<file path="config.mk">
export PLATFORM = sky130hd
export DESIGN_NAME = lcd_link_session_handler_unit
export DESIGN_NICKNAME = d
export VERILOG_FILES = /design/src/hw/rtl/lcd_sess_pkg.sv /design/src/hw/rtl/lcd_sess_core.sv /design/src/hw/rtl/lcd_link_session_handler_unit.sv
export SDC_FILE = /design/constraint.sdc
export NUM_CORES = 1
export LEC_CHECK = 0
export ABC_AREA = 1
export BUFFER_PORTS_ARGS = -buffer_cell sky130_fd_sc_hd__buf_4
export CAP_MARGIN = 20
export CORE_ASPECT_RATIO = 0.9
export CORE_MARGIN = 2
export CORE_UTILIZATION = 30
export DETAILED_ROUTE_END_ITERATION = 12
export PLACE_DENSITY = 0.49
export SLEW_MARGIN = 20
export SYNTH_ARGS = -nofsm -noshare
export SYNTH_HDL_FRONTEND = slang
export SYNTH_HIERARCHICAL = 1
export SYNTH_SLANG_ARGS = --single-unit
</file>
<file path="constraint.sdc">
create_clock -name clk -period 12.7 [get_ports clk]
set_input_delay 1.27 -clock clk [delete_from_list [all_inputs] [get_ports clk]]
set_output_delay 1.27 -clock clk [all_outputs]
set_load 0.005 [all_outputs]
</file>
<file path="src/hw/rtl/lcd_sess_pkg.sv">
// Shared types, codes and the CRC-8 helper of the panel link session handler.
`default_nettype none

package lcd_sess_pkg;

    // Item opcodes
    localparam logic [1:0] OP_ISSUE    = 2'd0;
    localparam logic [1:0] OP_RESPONSE = 2'd1;
    localparam logic [1:0] OP_SET_BL   = 2'd2;

    // Configuration register indexes
    localparam logic CFG_CRC_SEED = 1'b0;
    localparam logic CFG_GRACE    = 1'b1;

    // Request codes
    localparam logic [7:0] CODE_TOUCH   = 8'h40;
    localparam logic [7:0] CODE_INFO    = 8'h60;
    localparam logic [7:0] CODE_BL_INIT = 8'h7F;
    localparam logic       BL_FLAG      = 1'b1;
    localparam logic [6:0] LEVEL_MAX    = 7'd127;
    localparam logic [11:0] COORD_NONE  = 12'hFFF;
    localparam logic [7:0] TYPE_NONE    = 8'hFF;
    localparam logic [7:0] CRC_POLY     = 8'h07;
    localparam logic [6:0] FW_YEAR_MUL  = 7'd100;

    // Reset values of the configuration registers
    localparam logic [7:0]  SEED_RESET  = 8'hAC;
    localparam logic [15:0] GRACE_RESET = 16'd100;

    typedef struct packed {
        logic [1:0]  opcode;
        logic [31:0] response_word;
        logic [7:0]  brightness_level;
    } item_t;

    typedef struct packed {
        logic        request_valid;
        logic [15:0] request_word;
        logic        crc_ok;
        logic [11:0] touch_x;
        logic [11:0] touch_y;
        logic        touch_down;
        logic        touch_new;
        logic [7:0]  panel_type;
        logic [14:0] firmware_version;
        logic        backlight_ready;
        logic [31:0] sessions_received;
        logic [31:0] crc_errors;
    } res_t;

    // CRC-8, MSB first, no reflection, no final xor
    function automatic logic [7:0] crc_byte(input logic [7:0] acc, input logic [7:0] v);
        logic [7:0] c;
        c = acc ^ v;
        for (int i = 0; i < 8; i++) begin
            c = c[7] ? ({c[6:0], 1'b0} ^ CRC_POLY) : {c[6:0], 1'b0};
        end
        return c;
    endfunction

endpackage

`default_nettype wire

</file>
<file path="src/hw/rtl/lcd_sess_core.sv">
// Session state registers and the single-pass update for one item.
`default_nettype none

module lcd_sess_core (
    input  wire logic                clk,
    input  wire logic                rst_n,
    input  wire logic                step_en,
    input  wire lcd_sess_pkg::item_t item,
    input  wire logic [7:0]          crc_seed,
    input  wire logic [15:0]         grace,
    output lcd_sess_pkg::res_t       res
);
    import lcd_sess_pkg::*;

    logic        busy_reg, busy_next;
    logic [7:0]  outst_reg, outst_next;
    logic [7:0]  ptype_reg, ptype_next;
    logic [14:0] fw_reg, fw_next;
    logic        bl_conf_reg, bl_conf_next;
    logic        bl_ack_reg, bl_ack_next;
    logic [7:0]  pend_reg, pend_next;
    logic        tdown_reg, tdown_next;
    logic [11:0] tx_reg, tx_next;
    logic [11:0] ty_reg, ty_next;
    logic [31:0] rcv_reg, rcv_next;
    logic [31:0] err_reg, err_next;

    logic [7:0]  b3, b2, b1, b0;
    logic [7:0]  code;
    logic [7:0]  resp_crc;
    logic [11:0] new_x, new_y;
    logic        new_down;
    logic [6:0]  lvl;
    logic [14:0] fw_calc;

    assign b3 = item.response_word[31:24];
    assign b2 = item.response_word[23:16];
    assign b1 = item.response_word[15:8];
    assign b0 = item.response_word[7:0];

    assign resp_crc = crc_byte(crc_byte(crc_byte(crc_seed, b3), b2), b1);
    assign new_x    = {b3[7:4], b2};
    assign new_y    = {b3[3:0], b1};
    assign new_down = (new_x != COORD_NONE) && (new_y != COORD_NONE);
    assign lvl      = item.brightness_level[7] ? LEVEL_MAX : item.brightness_level[6:0];
    assign fw_calc  = 15'(b2) * 15'(FW_YEAR_MUL) + 15'(b1);

    always_comb
    begin
        busy_next    = busy_reg;
        outst_next   = outst_reg;
        ptype_next   = ptype_reg;
        fw_next      = fw_reg;
        bl_conf_next = bl_conf_reg;
        bl_ack_next  = bl_ack_reg;
        pend_next    = pend_reg;
        tdown_next   = tdown_reg;
        tx_next      = tx_reg;
        ty_next      = ty_reg;
        rcv_next     = rcv_reg;
        err_next     = err_reg;
        code         = CODE_TOUCH;
        res          = '0;

        case (item.opcode)
            OP_ISSUE:
            begin
                if (ptype_reg == 8'd0) begin
                    code = CODE_INFO;
                end else if (!bl_conf_reg) begin
                    code = CODE_BL_INIT;
                end else if (pend_reg != 8'd0) begin
                    code      = pend_reg;
                    pend_next = 8'd0;
                end
                if (!busy_reg) begin
                    busy_next         = 1'b1;
                    outst_next        = code;
                    res.request_valid = 1'b1;
                    res.request_word  = {code, crc_byte(crc_seed, code)};
                end
            end
            OP_RESPONSE:
            begin
                if (busy_reg) begin
                    busy_next = 1'b0;
                    rcv_next  = rcv_reg + 32'd1;
                    if (resp_crc != b0) begin
                        if (rcv_next > {16'd0, grace}) begin
                            err_next = err_reg + 32'd1;
                        end
                    end else begin
                        res.crc_ok = 1'b1;
                        if (outst_reg == CODE_TOUCH) begin
                            // a release after a release is dropped
                            if (new_down || tdown_reg) begin
                                tdown_next    = new_down;
                                tx_next       = new_x;
                                ty_next       = new_y;
                                res.touch_new = 1'b1;
                            end
                        end else if (outst_reg == CODE_INFO) begin
                            if (b3 != TYPE_NONE) begin
                                ptype_next = b3;
                                fw_next    = fw_calc;
                            end
                        end else begin
                            bl_ack_next  = 1'b1;
                            bl_conf_next = 1'b1;
                        end
                    end
                end
            end
            OP_SET_BL:
            begin
                bl_ack_next = 1'b0;
                pend_next   = {BL_FLAG, lvl};
            end
            default:
            begin
            end
        endcase

        res.touch_x           = tx_next;
        res.touch_y           = ty_next;
        res.touch_down        = tdown_next;
        res.panel_type        = ptype_next;
        res.firmware_version  = fw_next;
        res.backlight_ready   = bl_ack_next;
        res.sessions_received = rcv_next;
        res.crc_errors        = err_next;
    end

    always_ff @(posedge clk or negedge rst_n)
    begin
        if (!rst_n) begin
            busy_reg    <= 1'b0;
            outst_reg   <= 8'd0;
            ptype_reg   <= 8'd0;
            fw_reg      <= 15'd0;
            bl_conf_reg <= 1'b0;
            bl_ack_reg  <= 1'b0;
            pend_reg    <= 8'd0;
            tdown_reg   <= 1'b0;
            tx_reg      <= 12'd0;
            ty_reg      <= 12'd0;
            rcv_reg     <= 32'd0;
            err_reg     <= 32'd0;
        end else if (step_en) begin
            busy_reg    <= busy_next;
            outst_reg   <= outst_next;
            ptype_reg   <= ptype_next;
            fw_reg      <= fw_next;
            bl_conf_reg <= bl_conf_next;
            bl_ack_reg  <= bl_ack_next;
            pend_reg    <= pend_next;
            tdown_reg   <= tdown_next;
            tx_reg      <= tx_next;
            ty_reg      <= ty_next;
            rcv_reg     <= rcv_next;
            err_reg     <= err_next;
        end
    end

endmodule

`default_nettype wire

</file>
<file path="src/hw/rtl/lcd_link_session_handler_unit.sv">
// Top level of the panel link session handler: input register, core, result register.
//
// Usage:
//   Input channel (in_valid/in_ready) carries one beat per item: opcode
//   (0 issue request, 1 response received, 2 set backlight level),
//   response_word and brightness_level. Output channel (out_valid/out_ready)
//   returns exactly one result beat per input beat, in order.
//   Config port: cfg_we with cfg_index (0 crc_seed, 1 error_grace_count)
//   and cfg_wdata, written on the clock edge; only while the block is idle, a rule
//   for the user that the block itself does not enforce.
// Pipeline: input register, then the single-pass update into the result register,
//   which drives out_valid.
// Throughput: one item per cycle unless stalled; the whole session update (three
//   chained CRC-8 bytes, decode, counters) sits between the input and result regs.
// Reset: all session state, the pipeline valids and the config registers
//   clear (crc_seed 0xAC, error_grace_count 100).
// Stall: when out_ready is low with a result held, the pipeline holds; the input
//   register still takes one more beat if it is empty, then in_ready drops.
`default_nettype none

module lcd_link_session_handler_unit (
    input  wire logic        clk,
    input  wire logic        rst_n,
    // input channel
    input  wire logic        in_valid,
    output logic             in_ready,
    input  wire logic [1:0]  opcode,
    input  wire logic [31:0] response_word,
    input  wire logic [7:0]  brightness_level,
    // output channel
    output logic             out_valid,
    input  wire logic        out_ready,
    output logic             request_valid,
    output logic [15:0]      request_word,
    output logic             crc_ok,
    output logic [11:0]      touch_x,
    output logic [11:0]      touch_y,
    output logic             touch_down,
    output logic             touch_new,
    output logic [7:0]       panel_type,
    output logic [14:0]      firmware_version,
    output logic             backlight_ready,
    output logic [31:0]      sessions_received,
    output logic [31:0]      crc_errors,
    // configuration write port
    input  wire logic        cfg_we,
    input  wire logic        cfg_index,
    input  wire logic [15:0] cfg_wdata
);
    import lcd_sess_pkg::*;

    logic        in_valid_reg;
    item_t       item_reg;
    logic        out_valid_reg;
    res_t        res_reg;
    res_t        res_comb;
    logic [7:0]  seed_reg;
    logic [15:0] grace_reg;
    logic        advance;

    // Pipeline moves when the result register is free or being drained.
    assign advance  = !out_valid_reg || out_ready;
    assign in_ready = advance || !in_valid_reg;

    // Config registers
    always_ff @(posedge clk or negedge rst_n)
    begin
        if (!rst_n) begin
            seed_reg  <= SEED_RESET;
            grace_reg <= GRACE_RESET;
        end else if (cfg_we) begin
            case (cfg_index)
                CFG_CRC_SEED: seed_reg  <= cfg_wdata[7:0];
                CFG_GRACE:    grace_reg <= cfg_wdata;
                default:      seed_reg  <= seed_reg;
            endcase
        end
    end

    // Input register
    always_ff @(posedge clk or negedge rst_n)
    begin
        if (!rst_n) begin
            in_valid_reg <= 1'b0;
        end else if (in_ready) begin
            in_valid_reg <= in_valid;
        end
    end

    always_ff @(posedge clk)
    begin
        if (in_valid && in_ready) begin
            item_reg <= '{opcode: opcode, response_word: response_word,
                          brightness_level: brightness_level};
        end
    end

    // Session state and per-item update; state commits as the beat moves on
    lcd_sess_core u_core (
        .clk      (clk),
        .rst_n    (rst_n),
        .step_en  (in_valid_reg && advance),
        .item     (item_reg),
        .crc_seed (seed_reg),
        .grace    (grace_reg),
        .res      (res_comb)
    );

    // Result register
    always_ff @(posedge clk or negedge rst_n)
    begin
        if (!rst_n) begin
            out_valid_reg <= 1'b0;
        end else if (advance) begin
            out_valid_reg <= in_valid_reg;
        end
    end

    always_ff @(posedge clk)
    begin
        if (advance && in_valid_reg) begin
            res_reg <= res_comb;
        end
    end

    assign out_valid         = out_valid_reg;
    assign request_valid     = res_reg.request_valid;
    assign request_word      = res_reg.request_word;
    assign crc_ok            = res_reg.crc_ok;
    assign touch_x           = res_reg.touch_x;
    assign touch_y           = res_reg.touch_y;
    assign touch_down        = res_reg.touch_down;
    assign touch_new         = res_reg.touch_new;
    assign panel_type        = res_reg.panel_type;
    assign firmware_version  = res_reg.firmware_version;
    assign backlight_ready   = res_reg.backlight_ready;
    assign sessions_received = res_reg.sessions_received;
    assign crc_errors        = res_reg.crc_errors;

    // Checks
    a_req_code: assert property (@(posedge clk) disable iff (!rst_n)
        (out_valid && request_valid) |->
            (request_word[15:8] == CODE_INFO || request_word[15:8] == CODE_BL_INIT ||
             request_word[15:8] == CODE_TOUCH || request_word[15] == BL_FLAG))
        else $error("request code outside the known set");

    a_touch_needs_crc: assert property (@(posedge clk) disable iff (!rst_n)
        (out_valid && touch_new) |-> crc_ok)
        else $error("touch report without CRC match");

    a_panel_sticky: assert property (@(posedge clk) disable iff (!rst_n)
        (out_valid && out_ready && panel_type != 8'd0) |=>
            (!out_valid || panel_type != 8'd0))
        else $error("panel type returned to unknown");

    a_stall_full: assert property (@(posedge clk) disable iff (!rst_n)
        !in_ready |-> (in_valid_reg && out_valid_reg && !out_ready))
        else $error("input stalled with room in the pipeline");

endmodule

`default_nettype wire

</file>
# After elaboration in Yosys (flattened, before gate mapping)
# Cells that the tools add are included.
[word_totals]
register_bits = 331
in_bits = 64
out_inout_bits = 134
wordCells = 198
[op_classes]
add_sub_neg = 3
mul = 1
order_cmp = 1
eq_ne = 11
mux = 83
bitwise = 44
n_reduce_logical = 23
[ops]
columns = ["op", "count"]
rows = [
  ["2-to-1 mux 32 bit", 6],
  ["2-to-1 mux 12 bit", 10],
  ["2-to-1 mux 8 bit", 13],
  ["2-to-1 mux 3 bit", 32],
  ["NOT 3 bit", 32],
  ["2-to-1 mux 15 bit", 6],
  ["adder 32 x 1 -> 32 bit (second input constant)", 2],
  ["greater-than comparator 32 x 16 -> 1 bit", 1],
  ["XOR 8 bit", 4],
  ["!= test 12 bit (second input constant)", 2],
  ["2-to-1 mux 17 bit", 1],
  ["== test 8 x 7 -> 1 bit (second input constant)", 2],
  ["one-hot mux 8 bit (2 select lines)", 1],
  ["adder 15 x 8 -> 15 bit", 1],
  ["multiplier 8 x 5 -> 13 bit (second input constant)", 1],
  ["2-to-1 mux 1 bit", 11],
  ["logical NOT 8 bit", 1],
  ["!= test 8 bit", 1],
  ["!= test 8 bit (second input constant)", 1],
  ["NOT 1 bit", 8],
  ["AND reduction 2 bit", 4],
  ["nonzero test 8 bit", 1],
  ["2-to-1 mux 7 bit", 1],
  ["AND reduction 6 bit", 1],
  ["other kinds (15)", 23],
]

# Logic depth before layout (Yosys ltp)
[logic_depth]
depth_word = 55
depth_mapped = 32
ltp_nobuf = 31

# By module
# Netlist, hierarchy kept.
[by_module_without_submodules]
columns = ["mod", "n_inst", "cells_each", "area_per_inst_um2", "seq_area_each_um2"]
rows = [
  ["lcd_sess_core", 1, 1892, 11817.6, 3278.1],
  ["lcd_link_session_handler_unit", 1, 291, 6311.1, 5884.4],
]

# Worst setup path after synthesis
# OpenSTA, ideal clock, no wires.
[synth_path]
kind = "input to register"
start = "input port out_ready"
end = "register u_core.pend_reg[0]"
setup_ps = 86
t_arrival_ps = 8971
required_time_ps = 12614
slack_ps = 3643
stages = 7
path_buffers = 1
path_cell_list = "inv_1 > a21oi_1 > clkbuf_1 > o21ai_0 > a21oi_1 > nand2_1 > o22ai_1"
[synth_via]
elab_chain_len = 3
[synth_lines]
columns = ["item", "line", "text"]
rows = [
  ["start: declaration", "lcd_link_session_handler_unit.sv:32", "input wire logic out_ready,"],
  ["logical OR 1 bit", "lcd_link_session_handler_unit.sv:62", "assign advance = !out_valid_reg || out_ready;"],
  ["logical AND 1 bit", "lcd_link_session_handler_unit.sv:102", ".step_en (in_valid_reg && advance),"],
  ["AND reduction 5 bit (no line)", "--", ""],
  ["end signal: assignment", "lcd_sess_core.sv:156", "pend_reg <= pend_next;"],
  ["end: declaration", "lcd_sess_core.sv:21", "logic [7:0] pend_reg, pend_next;"],
]
# No other way between the ends.
# A chain may end at the register's enable or synchronous reset.

==> results.cfg <==
[status]
status = completed

[hold_path]
worst_hold_path_type = flop to flop

[setup_path]
arrival_ns = 5.21
cp_max_fo = 26
crit_path_end_kind = flop
worstSetupStartpoint = u_core/rcv_reg[2]
worst_r2r_path_depth = 22
setup.worst_path.class = flop to flop
timing.rr.start = u_core/rcv_reg[2]
crit_required_ns = 13.02
endpoint = crc_errors[13]
r2r_setup_slack_ns = 7.81
cp-start-kind = flop
r2r-end = crc_errors[13]

[sta]
finalSetupViolCount = 0
tns_ns = 0
fin_crit_ns = 4.89
finalHoldViolations = 0
min_period_over_period_pct = 38.5
clock_skew_ns = 0.0230
rsz0062_at_grt = no
worst_pin_slew_ns = 1.01
finalMaxSlewViolations = 0
fmax_mhz = 204
layout_setup_ws_ns = 7.81
relSlewSlack_pct = 32.9

[pwr]
p_int_w = 0.00236
peakVddDrop_mv = 0.0759
p_sw_share_pct = 34.4
power.density_nw_per_um2 = 166
combPwrFrac_pct = 27.3
clock_power_share_pct = 33.1
p_seq_share_pct = 39.6
p_leak_nw = 10.4
p_switching_w = 0.00124

[synthesis]
ys_types = 49
synth.area.top_cells = edfxtp_1 (29%), dfrtp_1 (21%), nand2_1 (16%)
synth-edff-count = 174
synthesis.area_um2 = 18100
yosys.area.top_type = edfxtp_1
synthCells = 2183
syn_area_per_cell_um2 = 8.30
synth_seq_area_share_pct = 50.5
yosys_warnings = 6
ys_async_sr_fraction_pct = 47.4
synth.top_cell.area_share_pct = 28.8
synthFlopType = edfxtp_1
syn_nets = 2306
synth_seq_cells = 331

[detailed_routing]
firstDrtPassIters = 5
ant_nets = 0
drt_iter0_drc = 923
postRouteWirelength_um = 53000
avgRoutedWirePerCell_um = 16.7
via_per_inst = 4.67
drc = 0
vias = 14800

[finish]
nNetsFinal = 2476
largest_reg_flops = 42
finish.utilization_pct = 36.2
diodes = 0
area_delta_synth_final_pct = 19.5
drive_gt1_share_pct = 13.4
fillCellCount = 6225

[floorplanning]
die_x_um = 263
die_h_um = 237
core_area_um2 = 59800
die-area_um2 = 62400
rows = 85
initial_core_util_pct = 30.3
io_pins = 198

[placed_design]
globalplace.congestion = 0.898
numPortBuffers = 197
dp_hpwl_um = 38300
post-place-ws_ns = 7.84

[clocking]
clk_pin_slew_ns = 0.06
cts_tree = done
cts_max_level = 2
cts_setup_buffers = 0
cts_max_path_buffers = 3
cts-root-buf = clkbuf_16
clock_latency_ns = 0.57
clock-sinks = 331
cts_buffers = 40
hold_buffers = 0
postCtsResizedCells = 0

[global_routing]
grt_pass1_wl_um = 82500
grt_max_degree = 159
antenna_found_initial = 0
gr-usage-all-layers_pct = 16.9
grt_pass1_vias = 14400
grt.overflow.total = 0

[job]
max_cap_violations = 0
## cells by family (layout without fill, tap and decap cells)
kind of cell | after synthesis | count (layout) | share of synthesized area (%)
AO/OA/AOI/OAI | 223 | 223 | 6.85
AND/OR/NAND/NOR | 1130 | 1130 | 26.2
flip-flops | 331 | 331 | 50.5
adder cells (fa/ha/maj) | 59 | 59 | 4.24
XOR/XNOR | 94 | 94 | 4.54
buffers and inverters | 346 | 548 | 7.62
## how the worst min path moves through the flow
| stage | endpoint | start | slack [ns] | depth (start not counted) |
|---|---|---|---|---|
| global route | u_core/ty_reg[2] | u_core/ty_reg[2] | 0.49 | 2 |
| finish | grace_reg[6] | grace_reg[6] | 0.46 | 2 |
| CTS | grace_reg[6] | grace_reg[6] | 0.47 | 2 |
| global placement | grace_reg[5] | grace_reg[5] | 0.46 | 2 |
| detailed placement | grace_reg[6] | grace_reg[6] | 0.46 | 2 |
| floorplan | grace_reg[10] | grace_reg[10] | 0.44 | 2 |
## cell type report
cell class	count	area, um2	area share, %
inverters	269	1010	4.67
well taps	783	980	4.52
flip-flops and latches	331	9160	42.3
multi-input cells	1506	7600	35.1
clock buffers	55	1120	5.16
clock inverters	19	233	1.07
repair buffers	205	1560	7.18
## per-layer routing
metal  wire (um)  GRT usage (%)  vias up
li1            -              -     7432
met1       25000           23.4     6974
met2       24300           27.4      339
met3        2420           2.55       64
met4        1270           5.06        0
met5           0              0        -
## stage by stage
stage | hold WS (ns) | cells | total power, W | cell area (um2)
6_report | 0.464 | 3168 | 0.00360 | 21700
5_1_grt | 0.489 | 3168 | 0.00383 | 21700
4_1_cts | 0.468 | 3168 | 0.00365 | 21700
3_5_place_dp | 0.459 | 3094 | 0.00244 | 20300
3_3_place_gp | 0.458 | 3094 | 0.00242 | 20300
2_1_floorplan | 0.442 | 2183 | 0.00209 | 18100
## Yosys cell counts, types with 2 or more instances
| master | count |
|---|---|
| nand2_4 | 3 |
| nand3_2 | 2 |
| o22ai_1 | 7 |
| buf_2 | 9 |
| inv_2 | 14 |
| dfrtp_1 | 150 |
| nand2_2 | 12 |
| dfstp_2 | 7 |
| clkinv_1 | 2 |
| o211ai_1 | 24 |
| nor2_1 | 95 |
| o21bai_1 | 4 |
| buf_6 | 6 |
| nor2_2 | 2 |
| ha_1 | 55 |
| a211oi_1 | 2 |
| nand2_1 | 785 |
| nand3_1 | 115 |
| buf_4 | 7 |
| fa_1 | 4 |
| or2_2 | 2 |
| nand4_1 | 44 |
| inv_1 | 253 |
| a21oi_1 | 39 |
| nor3_1 | 37 |
| nor2_4 | 4 |
| xnor2_1 | 17 |
| xor2_1 | 77 |
| edfxtp_1 | 174 |
| buf_1 | 8 |
| o21ai_0 | 99 |
| o21ai_1 | 39 |
| nor4_1 | 21 |
| clkbuf_1 | 47 |
| and2_1 | 3 |
## power by group through the flow
| stage | clock, W | combinational [W] | sequential (W) |
|---|---|---|---|
| after floorplan | 0 | 0.000675 | 0.00141 |
| after global placement | 0 | 0.000969 | 0.00145 |
| after detailed placement | 0 | 0.000988 | 0.00145 |
| after CTS | 0.00123 | 0.000990 | 0.00143 |
| after global routing | 0.00127 | 0.00111 | 0.00145 |
| final | 0.00119 | 0.000982 | 0.00143 |
## critical path, cell delays in order, from the launching register on
cell	delay [ns]
dfrtp_1	0.37
inv_1	0.10
nor3_1	0.27
nand2_1	0.22
nor2_1	0.19
inv_1	0.12
nor2_1	0.23
xor2_1	0.36
inv_1	0.09
ha_1	0.30
nand2_1	0.08
inv_1	0.07
nand3_1	0.06
nor4_1	0.31
a21oi_1	0.19
o211ai_2	0.21
buf_4	0.30
nand3_1	0.20
nor2_1	0.22
nand3_1	0.17
nor2_2	0.26
nand3_1	0.12
and2_1	0.18
## cells in the final DEF (no fill, tap or decap), drive strengths merged, types with 25 or more instances in the layout
| cell | synthesis | final |
|---|---|---|
| nand3 | 117 | 117 |
| o211ai | 25 | 25 |
| ha | 55 | 55 |
| buf | 30 | 205 |
| nor2 | 102 | 102 |
| nand4 | 45 | 45 |
| edfxtp | 174 | 174 |
| nand2 | 800 | 800 |
| dfrtp | 150 | 150 |
| xor2 | 77 | 77 |
| nor3 | 37 | 37 |
| o21ai | 140 | 140 |
| clkbuf | 47 | 55 |
| a21oi | 39 | 39 |
| inv | 267 | 268 |
No activity file was read; power rests on OpenSTA's default activity.
